## src/rtl/bchd_pkg.sv

```systemverilog
`timescale 1ns / 1ps
// ----------------------------------------------------------------------------
// bchd_pkg
// shared types and constants for the button click / hold detector
// ----------------------------------------------------------------------------
package bchd_pkg;

    localparam int unsigned TIME_W = 32;
    localparam int unsigned THR_W  = 16;
    localparam int unsigned IDX_W  = 2;

    // event codes on the result beat
    typedef enum logic [2:0] {
        EV_NONE   = 3'd0,
        EV_CLICK  = 3'd1,
        EV_DOUBLE = 3'd2,
        EV_HOLD   = 3'd3,
        EV_LONG   = 3'd4
    } event_t;

    // configuration register indexes
    typedef enum logic [IDX_W-1:0] {
        REG_DEBOUNCE = 2'd0,
        REG_DC_GAP   = 2'd1,
        REG_HOLD     = 2'd2,
        REG_LONG     = 2'd3
    } reg_idx_t;

    localparam logic [THR_W-1:0] DEBOUNCE_RST = 16'd20;
    localparam logic [THR_W-1:0] DC_GAP_RST   = 16'd250;
    localparam logic [THR_W-1:0] HOLD_RST     = 16'd1000;
    localparam logic [THR_W-1:0] LONG_RST     = 16'd3000;

    typedef struct packed {
        logic [THR_W-1:0] debounce_ms;
        logic [THR_W-1:0] double_click_gap_ms;
        logic [THR_W-1:0] hold_ms;
        logic [THR_W-1:0] long_hold_ms;
    } cfg_t;

endpackage

```

## src/rtl/bchd_cfg_regs.sv

```systemverilog
`timescale 1ns / 1ps
// ----------------------------------------------------------------------------
// bchd_cfg_regs
// threshold registers written through the configuration channel
// ----------------------------------------------------------------------------
module bchd_cfg_regs
(
    input  logic                        clk,
    input  logic                        rst_n,
    input  logic                        wr_en,
    input  logic [bchd_pkg::IDX_W-1:0]  wr_index,
    input  logic [bchd_pkg::THR_W-1:0]  wr_data,
    output bchd_pkg::cfg_t              cfg
);

    bchd_pkg::cfg_t cfg_reg;
    bchd_pkg::cfg_t cfg_next;

    always_comb
    begin
        cfg_next = cfg_reg;
        if (wr_en)
        begin
            unique case (bchd_pkg::reg_idx_t'(wr_index))
                bchd_pkg::REG_DEBOUNCE: cfg_next.debounce_ms         = wr_data;
                bchd_pkg::REG_DC_GAP:   cfg_next.double_click_gap_ms = wr_data;
                bchd_pkg::REG_HOLD:     cfg_next.hold_ms             = wr_data;
                bchd_pkg::REG_LONG:     cfg_next.long_hold_ms        = wr_data;
                default:                cfg_next                     = cfg_reg;
            endcase
        end
    end

    always_ff @(posedge clk or negedge rst_n)
    begin
        if (!rst_n)
        begin
            cfg_reg.debounce_ms         <= bchd_pkg::DEBOUNCE_RST;
            cfg_reg.double_click_gap_ms <= bchd_pkg::DC_GAP_RST;
            cfg_reg.hold_ms             <= bchd_pkg::HOLD_RST;
            cfg_reg.long_hold_ms        <= bchd_pkg::LONG_RST;
        end
        else
        begin
            cfg_reg <= cfg_next;
        end
    end

    assign cfg = cfg_reg;

endmodule

```

## src/rtl/bchd_core.sv

```systemverilog
`timescale 1ns / 1ps
// ----------------------------------------------------------------------------
// bchd_core
// detector state and the per-sample event decision
// ----------------------------------------------------------------------------
module bchd_core
(
    input  logic                        clk,
    input  logic                        rst_n,
    input  logic                        fire,
    input  logic                        level,
    input  logic [bchd_pkg::TIME_W-1:0] now,
    input  bchd_pkg::cfg_t              cfg,
    output bchd_pkg::event_t            ev
);

    logic                        last_level_reg,     last_level_next;
    logic [bchd_pkg::TIME_W-1:0] press_time_reg,     press_time_next;
    logic [bchd_pkg::TIME_W-1:0] release_time_reg,   release_time_next;
    logic                        dc_waiting_reg,     dc_waiting_next;
    logic                        dc_on_release_reg,  dc_on_release_next;
    logic                        single_allowed_reg, single_allowed_next;
    logic                        ignore_release_reg, ignore_release_next;
    logic                        hold_done_reg,      hold_done_next;
    logic                        long_hold_done_reg, long_hold_done_next;

    logic [bchd_pkg::TIME_W-1:0] since_rel;
    logic [bchd_pkg::TIME_W-1:0] since_press;
    logic [bchd_pkg::TIME_W-1:0] since_rel_new;
    logic [bchd_pkg::TIME_W-1:0] since_press_new;
    logic                        rise;
    logic                        fall;

    assign since_rel   = now - release_time_reg;
    assign since_press = now - press_time_reg;
    assign rise = level && !last_level_reg
                  && (since_rel >= {16'd0, cfg.debounce_ms});
    assign fall = !level && last_level_reg
                  && (since_press >= {16'd0, cfg.debounce_ms});

    always_comb
    begin
        ev                  = bchd_pkg::EV_NONE;
        last_level_next     = level;
        press_time_next     = press_time_reg;
        release_time_next   = release_time_reg;
        dc_waiting_next     = dc_waiting_reg;
        dc_on_release_next  = dc_on_release_reg;
        single_allowed_next = single_allowed_reg;
        ignore_release_next = ignore_release_reg;
        hold_done_next      = hold_done_reg;
        long_hold_done_next = long_hold_done_reg;

        // edge rule
        if (rise)
        begin
            press_time_next     = now;
            ignore_release_next = 1'b0;
            single_allowed_next = 1'b1;
            hold_done_next      = 1'b0;
            long_hold_done_next = 1'b0;
            dc_on_release_next  = (since_rel < {16'd0, cfg.double_click_gap_ms})
                                  && !dc_on_release_reg && dc_waiting_reg;
            dc_waiting_next     = 1'b0;
        end
        else if (fall && !ignore_release_reg)
        begin
            release_time_next = now;
            if (!dc_on_release_reg)
            begin
                dc_waiting_next = 1'b1;
            end
            else
            begin
                ev                  = bchd_pkg::EV_DOUBLE;
                dc_on_release_next  = 1'b0;
                dc_waiting_next     = 1'b0;
                single_allowed_next = 1'b0;
            end
        end

        // stamps as seen after the edge rule
        since_rel_new   = now - release_time_next;
        since_press_new = now - press_time_next;

        // single click once the gap has run out
        if (!level && (since_rel_new >= {16'd0, cfg.double_click_gap_ms})
            && dc_waiting_next && !dc_on_release_next && single_allowed_next
            && (ev != bchd_pkg::EV_DOUBLE))
        begin
            ev              = bchd_pkg::EV_CLICK;
            dc_waiting_next = 1'b0;
        end

        // hold and long hold
        if (level && (since_press_new >= {16'd0, cfg.hold_ms}))
        begin
            if (!hold_done_next)
            begin
                ev                  = bchd_pkg::EV_HOLD;
                ignore_release_next = 1'b1;
                dc_on_release_next  = 1'b0;
                dc_waiting_next     = 1'b0;
                hold_done_next      = 1'b1;
            end
            if ((since_press_new >= {16'd0, cfg.long_hold_ms}) && !long_hold_done_next)
            begin
                ev                  = bchd_pkg::EV_LONG;
                long_hold_done_next = 1'b1;
            end
        end
    end

    always_ff @(posedge clk or negedge rst_n)
    begin
        if (!rst_n)
        begin
            last_level_reg     <= 1'b0;
            press_time_reg     <= '0;
            release_time_reg   <= '0;
            dc_waiting_reg     <= 1'b0;
            dc_on_release_reg  <= 1'b0;
            single_allowed_reg <= 1'b1;
            ignore_release_reg <= 1'b0;
            hold_done_reg      <= 1'b0;
            long_hold_done_reg <= 1'b0;
        end
        else if (fire)
        begin
            last_level_reg     <= last_level_next;
            press_time_reg     <= press_time_next;
            release_time_reg   <= release_time_next;
            dc_waiting_reg     <= dc_waiting_next;
            dc_on_release_reg  <= dc_on_release_next;
            single_allowed_reg <= single_allowed_next;
            ignore_release_reg <= ignore_release_next;
            hold_done_reg      <= hold_done_next;
            long_hold_done_reg <= long_hold_done_next;
        end
    end

endmodule

```

## src/rtl/button_click_hold_detector.sv

```systemverilog
`timescale 1ns / 1ps
// path: an accepted input beat passes through the input register, then the result register
// throughput: one sample per cycle when the event channel does not stall, set by the state update in the core
// the input register refills in the same cycle its sample moves to the result register
// reset: asynchronous active-low; pipeline empties, thresholds return to 20/250/1000/3000
// ms, detector state returns to released with single click allowed
// ----------------------------------------------------------------------------
// button_click_hold_detector
// click, double click, hold and long hold events from timestamped button samples
// ----------------------------------------------------------------------------
module button_click_hold_detector
(
    input  logic                         clk,
    input  logic                         rst_n,
    // sample channel
    input  logic                         in_valid,
    output logic                         in_stall,
    input  logic                         button,
    input  logic [bchd_pkg::TIME_W-1:0]  now_ms,
    // event channel
    output logic                         out_valid,
    input  logic                         out_stall,
    output logic [2:0]                   event_res,
    // configuration write channel
    input  logic                         cfg_valid,
    output logic                         cfg_ready,
    input  logic [bchd_pkg::IDX_W-1:0]   cfg_index,
    input  logic [bchd_pkg::THR_W-1:0]   cfg_data
);

    bchd_pkg::cfg_t              cfg;
    bchd_pkg::event_t            core_ev;

    // input register: one sample beat
    logic                        s1_valid_reg, s1_valid_next;
    logic                        button_reg;
    logic [bchd_pkg::TIME_W-1:0] now_reg;

    // result register: one event beat
    logic                        out_valid_reg, out_valid_next;
    bchd_pkg::event_t            event_reg;

    logic                        out_free;
    logic                        s1_fire;
    logic                        in_fire;

    // result register can take a new beat when empty or draining this cycle
    assign out_free = !out_valid_reg || !out_stall;
    // sample in the input register is evaluated and its state committed
    assign s1_fire  = s1_valid_reg && out_free;
    // input register is free when empty or moving on this cycle
    assign in_stall = s1_valid_reg && !out_free;
    assign in_fire  = in_valid && !in_stall;

    assign cfg_ready = 1'b1;

    bchd_cfg_regs u_cfg
    (
        .clk      (clk),
        .rst_n    (rst_n),
        .wr_en    (cfg_valid && cfg_ready),
        .wr_index (cfg_index),
        .wr_data  (cfg_data),
        .cfg      (cfg)
    );

    // detector state advances only when a sample leaves the input register
    bchd_core u_core
    (
        .clk   (clk),
        .rst_n (rst_n),
        .fire  (s1_fire),
        .level (button_reg),
        .now   (now_reg),
        .cfg   (cfg),
        .ev    (core_ev)
    );

    always_comb
    begin
        s1_valid_next = s1_valid_reg;
        if (in_fire)
        begin
            s1_valid_next = 1'b1;
        end
        else if (s1_fire)
        begin
            s1_valid_next = 1'b0;
        end

        out_valid_next = out_valid_reg;
        if (s1_fire)
        begin
            out_valid_next = 1'b1;
        end
        else if (!out_stall)
        begin
            out_valid_next = 1'b0;
        end
    end

    // control state
    always_ff @(posedge clk or negedge rst_n)
    begin
        if (!rst_n)
        begin
            s1_valid_reg  <= 1'b0;
            out_valid_reg <= 1'b0;
        end
        else
        begin
            s1_valid_reg  <= s1_valid_next;
            out_valid_reg <= out_valid_next;
        end
    end

    // payload, no reset needed
    always_ff @(posedge clk)
    begin
        if (in_fire)
        begin
            button_reg <= button;
            now_reg    <= now_ms;
        end
        if (s1_fire)
        begin
            event_reg <= core_ev;
        end
    end

    assign out_valid = out_valid_reg;
    assign event_res = event_reg;

    // a new sample only lands when the held one is leaving or the stage is empty
    a_no_overwrite: assert property (@(posedge clk) disable iff (!rst_n)
        in_fire |-> (!s1_valid_reg || s1_fire))
        else $error("input register overwritten");

    // every evaluated sample produces a result beat next cycle
    a_fire_gives_beat: assert property (@(posedge clk) disable iff (!rst_n)
        s1_fire |=> out_valid_reg)
        else $error("evaluated sample lost its result");

    // a stalled result blocks evaluation, so no state commits behind it
    a_stall_blocks_core: assert property (@(posedge clk) disable iff (!rst_n)
        (out_valid_reg && out_stall) |-> !s1_fire)
        else $error("core advanced while result stalled");

endmodule
```

## config.mk

```make
export PLATFORM = sky130hd
export DESIGN_NAME = button_click_hold_detector
export DESIGN_NICKNAME = d
export VERILOG_FILES = /design/src/rtl/bchd_pkg.sv /design/src/rtl/bchd_cfg_regs.sv /design/src/rtl/bchd_core.sv /design/src/rtl/button_click_hold_detector.sv
export SDC_FILE = /design/constraint.sdc
export NUM_CORES = 1
export LEC_CHECK = 0
export BUFFER_PORTS_ARGS = -buffer_cell sky130_fd_sc_hd__buf_2
export CAP_MARGIN = 20
export CORE_MARGIN = 3
export CORE_UTILIZATION = 40
export CTS_CLUSTER_SIZE = 14
export DETAILED_ROUTE_END_ITERATION = 16
export HOLD_SLACK_MARGIN = 0.1
export PLACE_DENSITY = 0.6
export SLEW_MARGIN = 15
export SYNTH_ARGS = -nofsm -noshare
export SYNTH_HDL_FRONTEND = slang
export SYNTH_SLANG_ARGS = --single-unit
export TNS_END_PERCENT = 50
```

## constraint.sdc

```tcl
create_clock -name clk -period 13 [get_ports clk]
set_input_delay 0.65 -clock clk [delete_from_list [all_inputs] [get_ports clk]]
set_output_delay 0.65 -clock clk [all_outputs]
set_load 0.03 [all_outputs]
```

[Yosys cells after proc, flatten, opt, wreduce, memory -nomap -nowiden]
Index checks and enable logic that the tools add are counted.
Operators by class
  equality and inequality tests: 5
  $add $sub $neg: 4
  reduce and logical (&&, ||, !) cells: 34
  order comparisons: 6
  muxes and demuxes: 35
Operators with widths (count)
  32-bit by 16-bit greater-or-equal comparator with 1-bit output: 5
  32-bit subtractor: 4
  32-bit two-way mux: 3
  32-bit by 16-bit less-than comparator with 1-bit output: 1
  1-bit two-way mux: 25
  3-bit two-way mux: 6
  1-bit logical AND: 17
  1-bit logical NOT: 10
  2-bit AND reduction: 4
  2-bit == test (second input constant): 2
  3-bit by 2-bit != test with 1-bit output (second input constant): 1
  2-bit by 1-bit == test with 1-bit output (second input constant): 1
  2-bit logical NOT: 1
  2-bit two-way mux: 1
  2-bit by 1-bit != test with 1-bit output (second input constant): 1
  2-bit nonzero test: 1
  1-bit logical OR: 1
Word-level totals
  logic and storage cells: 102
  register bits after elaboration: 173
  input port bits: 56

[Depth between registers and ports, before layout]
  depth in word-level cells: 17
  depth in mapped cells: 49

[Modules after synthesis]
From an unflattened synthesis, not the netlist that was laid out.
Second synthesis, totals
  cell total of the unflattened synthesis: 1961
  area total of the unflattened synthesis: 17249.0 um^2
By module, submodules not included
  bchd_core: cells each 1779, area each 13626.8 um^2, instances 1
  bchd_cfg_regs: cells each 136, area each 2437.3 um^2, instances 1
  button_click_hold_detector: cells each 46, area each 1184.9 um^2, instances 1

[Worst setup path after synthesis]
No wires, ideal clock.
  kind: flip-flop to flip-flop
  start point: register now_reg[1] in the netlist's numbering
  end point: register event_reg[0], in the netlist event_res[0] (data pin)
  path slack: 2.412 ns
  data required time: 12.744 ns
  stages on the path, launching flop included: 48
  buffers on the path: 2
  data arrival time: 10.332 ns
  path through: edfxtp_1 > inv_1 > fa_1 > nand2b_1 > a21oi_1 > o21a_1 > o21ai_0 > xnor2_1 > ha_1 > a21o_1 > a211oi_1 > nand3_1 > or4_1 > or4_1 > or4_1 > buf_2 > o21ai_4 > buf_1 > (+12 left out) > nand4b_1 > nand2_1 > o21ai_0 > xor2_1 > ha_1 > a21o_1 > a221oi_1 > o221ai_1 > a21oi_1 > o221ai_1 > a21oi_1 > o221ai_1 > a311o_1 > nor4_1 > nand4_1 > nor4_1 > a21o_1 > nand2_1
Between the ends
  longest elaborated chain between the ends: 17
  elaborated cells between the ends (all ways): 42
  those cells by class: add/sub (4); order compare (6); eq/ne (1); mux (17); reduce/logical (14)
RTL lines
  start, declared: RTL line button_click_hold_detector.sv:37  | logic [bchd_pkg::TIME_W-1:0] now_reg;
  start signal, assigned: RTL line button_click_hold_detector.sv:123  | now_reg <= now_ms;
  32-bit subtractor: RTL line bchd_core.sv:35  | assign since_press = now - press_time_reg;
  32-bit by 16-bit greater-or-equal comparator with 1-bit output: RTL line bchd_core.sv:39  | && (since_press >= {16'd0, cfg.debounce_ms});
  1-bit logical AND: RTL line bchd_core.sv:39
  1-bit logical AND: RTL line bchd_core.sv:66  | else if (fall && !ignore_release_reg)
  32-bit two-way mux: RTL line bchd_core.sv:66
  32-bit two-way mux *: RTL line bchd_core.sv:55  | if (rise)
  net u_core.release_time_next (one bit): RTL line bchd_core.sv:19  | logic [bchd_pkg::TIME_W-1:0] release_time_reg, release_time_next;
  32-bit subtractor *: RTL line bchd_core.sv:83  | since_rel_new = now - release_time_next;
  32-bit by 16-bit greater-or-equal comparator with 1-bit output *: RTL line bchd_core.sv:87  | if (!level && (since_rel_new >= {16'd0, cfg.double_click_gap_ms})
  1-bit logical AND *: RTL line bchd_core.sv:87
  1-bit logical AND * (3 in series): RTL line bchd_core.sv:88  | && dc_waiting_next && !dc_on_release_next && single_allowed_next
  1-bit logical AND *: RTL line bchd_core.sv:89  | && (ev != bchd_pkg::EV_DOUBLE))
  3-bit two-way mux *: RTL line bchd_core.sv:87
  3-bit two-way mux: RTL line bchd_core.sv:98  | if (!hold_done_next)
  3-bit two-way mux: RTL line bchd_core.sv:106  | if ((since_press_new >= {16'd0, cfg.long_hold_ms}) && !long_hold_done_next)
  3-bit two-way mux *: RTL line bchd_core.sv:96  | if (level && (since_press_new >= {16'd0, cfg.hold_ms}))
  net core_ev[0]: RTL line button_click_hold_detector.sv:32  | bchd_pkg::event_t core_ev;
  end signal, assigned: RTL line button_click_hold_detector.sv:127  | event_reg <= core_ev;
  end, declared: RTL line button_click_hold_detector.sv:41  | bchd_pkg::event_t event_reg;
The timed path passes the listed nets; every way through them passes the cells marked *.
A chain may end at the register's enable or synchronous reset.

[Worst setup path in the final report]
Same ends and word-level chain as after synthesis.

==> flow_summary.json <==
{
  "hp-class": "input pin to async pin",
  "p_int_mw": 2.09,
  "p_clk_share_pct": 12.3,
  "dp_slack_ps": 1060,
  "switchingPower_mw": 2.09,
  "dieArea_mm2": 0.0448,
  "maxCapViolations": 0,
  "worstPathMaxFanout": 11,
  "synth_seq_cells": 173,
  "synth_area_mm2": 0.0169,
  "p_seq_share_pct": 19.0,
  "start_kind": "flip-flop",
  "grt_pass1_vias": 14900,
  "pin_count": 62,
  "clk_latency_ps": 460,
  "cp_data_required_time_ps": 13210,
  "diodes": 0,
  "die_y_um": 212,
  "relSlewSlack_pct": 34.3,
  "arrival_ps": 12390,
  "core_area_mm2": 0.0413,
  "syn_avg_cell_area_um2": 8.29,
  "routedWlPerCell_um": 20.8,
  "slowest_stage": "or4_1",
  "cts_buffers": 17,
  "cts_root_buf": "clkbuf_16",
  "cts_max_level": 4,
  "ys_types": 90,
  "netlist.top_cell.by_area": "dfrtp_1",
  "fmax_mhz": 82.1,
  "grtUsageTotal_pct": 24.0,
  "fin_crit_sh_pct": 93.7,
  "start_util_pct": 41.0,
  "hold_buffers": 0,
  "synth_cells": 2040,
  "drt_iter0_drc": 1435,
  "power_mw": 4.18,
  "layout-drive-gt1-share_pct": 9.78,
  "grt_pass1_wl_um": 83500,
  "synth_edf_count": 36,
  "largest_reg_flops": 64,
  "leakage_nw": 8.29,
  "drt_first_pass_iters": 7,
  "setup-violations-final": 0,
  "via_per_inst": 6.00,
  "post-cts-setup-buffer-count": 0,
  "reg2reg_from": "now_reg[1]$_DFFE_PP_",
  "status": "complete, no violations",
  "criticalPathCategory": "flip-flop to flip-flop",
  "place_congestion": 1.02,
  "sw_frac_of_total_pct": 50.0,
  "antenna_found_initial": 0,
  "fin_ws_ps": 824,
  "rows": 74,
  "gr-total-overflow": 0,
  "worst_slew_pin_slew_ps": 961,
  "grt_max_degree": 76,
  "cts_tree": "done",
  "reg2reg_slack_ps": 820,
  "clock-sinks": 173,
  "drc_errors": 0,
  "ys.flop_type": "dfrtp_1",
  "final_cell_mix": "216 x ha_1, 195 x nand2_1, 194 x a21oi_1",
  "cp_slowest_stage_delay_ps": 800,
  "clk_path_buf_depth": 2,
  "io_buffers": 60,
  "yosys_warnings": 0,
  "end_kind": "flip-flop",
  "power.density_mw_per_mm2": 228,
  "synthArstFlopShare_pct": 79.2,
  "synth_nets": 2316,
  "combinationalPowerShare_pct": 68.7,
  "finalHoldViolCount": 0,
  "place_inst": 2574,
  "synth.top_cell.area_share_pct": 17.0,
  "nets": 2338,
  "yosys-top-cells-area": "dfrtp_1 17%, ha_1 16%, edfxtp_1 6.4%",
  "layout-area-overhead-vs-synth_pct": 8.37,
  "hpwl_um": 43700,
  "final_max_slew_viol_count": 0,
  "reg2reg_to": "event_res[0]$_DFFE_PP_",
  "clk_pin_slew_ps": 80,
  "ff2ff_path_depth": 45,
  "die_x_um": 212,
  "vias": 15700,
  "crit_path_frequent_cell": "a21o_1",
  "wl_um": 54200,
  "vdd_drop_max_uv": 114,
  "fillers": 4117,
  "rsz0062_at_grt": "false",
  "layout_commonest_cell": "ha_1",
  "fin_util_pct": 44.4,
  "postRouteAntennaNets": 0,
  "fin_cells": 2607,
  "cts_resized": 0,
  "period_needed_ps": 12180,
  "yosysSeqAreaShare_pct": 26.8,
  "skew_ps": 12.0,
  "setup_tns_ps": 0
}
-- cell families after synthesis --
logic type / synth area share (%)
XOR/XNOR: 3.88
AO/OA/AOI/OAI: 25.8
buffers and inverters: 5.37
multiplexers: 5.67
flip-flops: 26.8
adder cells (fa/ha/maj): 16.6
AND/OR/NAND/NOR: 15.8
other: 0.0222
-- metrics by stage --
stage / hold WS [ps] / instance area, um2
2_1_floorplan: 354 / 16900
3_3_place_gp: 467 / 17700
3_5_place_dp: 479 / 17700
4_1_cts: 184 / 18300
5_1_grt: 211 / 18300
6_report: 173 / 18300
-- critical path: cells and delay by family, from the launching register on --
| family | cells | cell delay [ps] |
|---|---|---|
| AOI/OAI and AO/OA | 21 | 4730 |
| and+or+nand+nor | 14 | 3840 |
| adders and majority gates | 6 | 2100 |
| DFF | 1 | 680 |
| xor gates and xnor gates | 2 | 360 |
| buffers and inverters | 2 | 210 |
-- worst max path at each step --
stage | start | endpoint
after floorplan | now_reg[1]$_DFFE_PP_ | event_res[0]$_DFFE_PP_
after global placement | now_reg[1]$_DFFE_PP_ | event_res[0]$_DFFE_PP_
after detailed placement | now_reg[1]$_DFFE_PP_ | event_res[0]$_DFFE_PP_
after CTS | now_reg[1]$_DFFE_PP_ | event_res[0]$_DFFE_PP_
after global routing | now_reg[1]$_DFFE_PP_ | event_res[0]$_DFFE_PP_
final | now_reg[1]$_DFFE_PP_ | event_res[0]$_DFFE_PP_
-- cell usage after synthesis, drive strengths merged, types with 6 or more instances --
master / n
nand3: 34
nor3b: 8
dfstp: 22
o221ai: 8
o31ai: 11
inv: 170
a21boi: 9
ha: 216
mux2i: 34
nor2b: 18
a31oi: 11
nor3: 35
and3: 25
a2111oi: 16
o2111ai: 11
xor2: 22
a21oi: 195
o21ai: 182
a211o: 10
dfrtp: 115
nor4: 11
and2: 9
or4: 7
nor2: 135
xnor2: 53
mux2: 53
nand4: 22
o21bai: 13
or3: 8
a211oi: 20
buf: 7
o211ai: 27
a21o: 64
edfxtp: 36
o21a: 33
o22ai: 7
nand2b: 33
a221oi: 6
or2: 7
nand2: 197
clkbuf: 61
-- layout make-up --
cell class                      instances  area (um2)  share of cell area [%]
Multi-Input combinational cell       1628       11500                    62.7
Sequential cell                       173        4540                    24.8
Clock buffer                           18         429                    2.34
Tap cell                              532         666                    3.63
Inverter                              171         642                    3.50
Timing Repair Buffer                   71         409                    2.23
Clock inverter                         14         149                   0.812
-- power groups by stage --
stage               Clock [mW]  Combinational, mW  Sequential (mW)
CTS                      0.526               2.83            0.793
global placement             0               2.78            0.799
global route             0.545               3.19            0.810
floorplan                    0               2.09            0.764
detailed placement           0               2.81            0.803
finish                   0.513               2.88            0.795
-- metal layers --
layer | vias to the layer above | GRT usage [%] | wire length, um
met1 | 7485 | 35.4 | 25900
met2 | 574 | 36.6 | 23400
met3 | 75 | 3.11 | 3600
li1 | 7517 | - | -
met5 | - | 0 | 0
met4 | 0 | 7.67 | 1340
(Power assumes the default switching activity.)
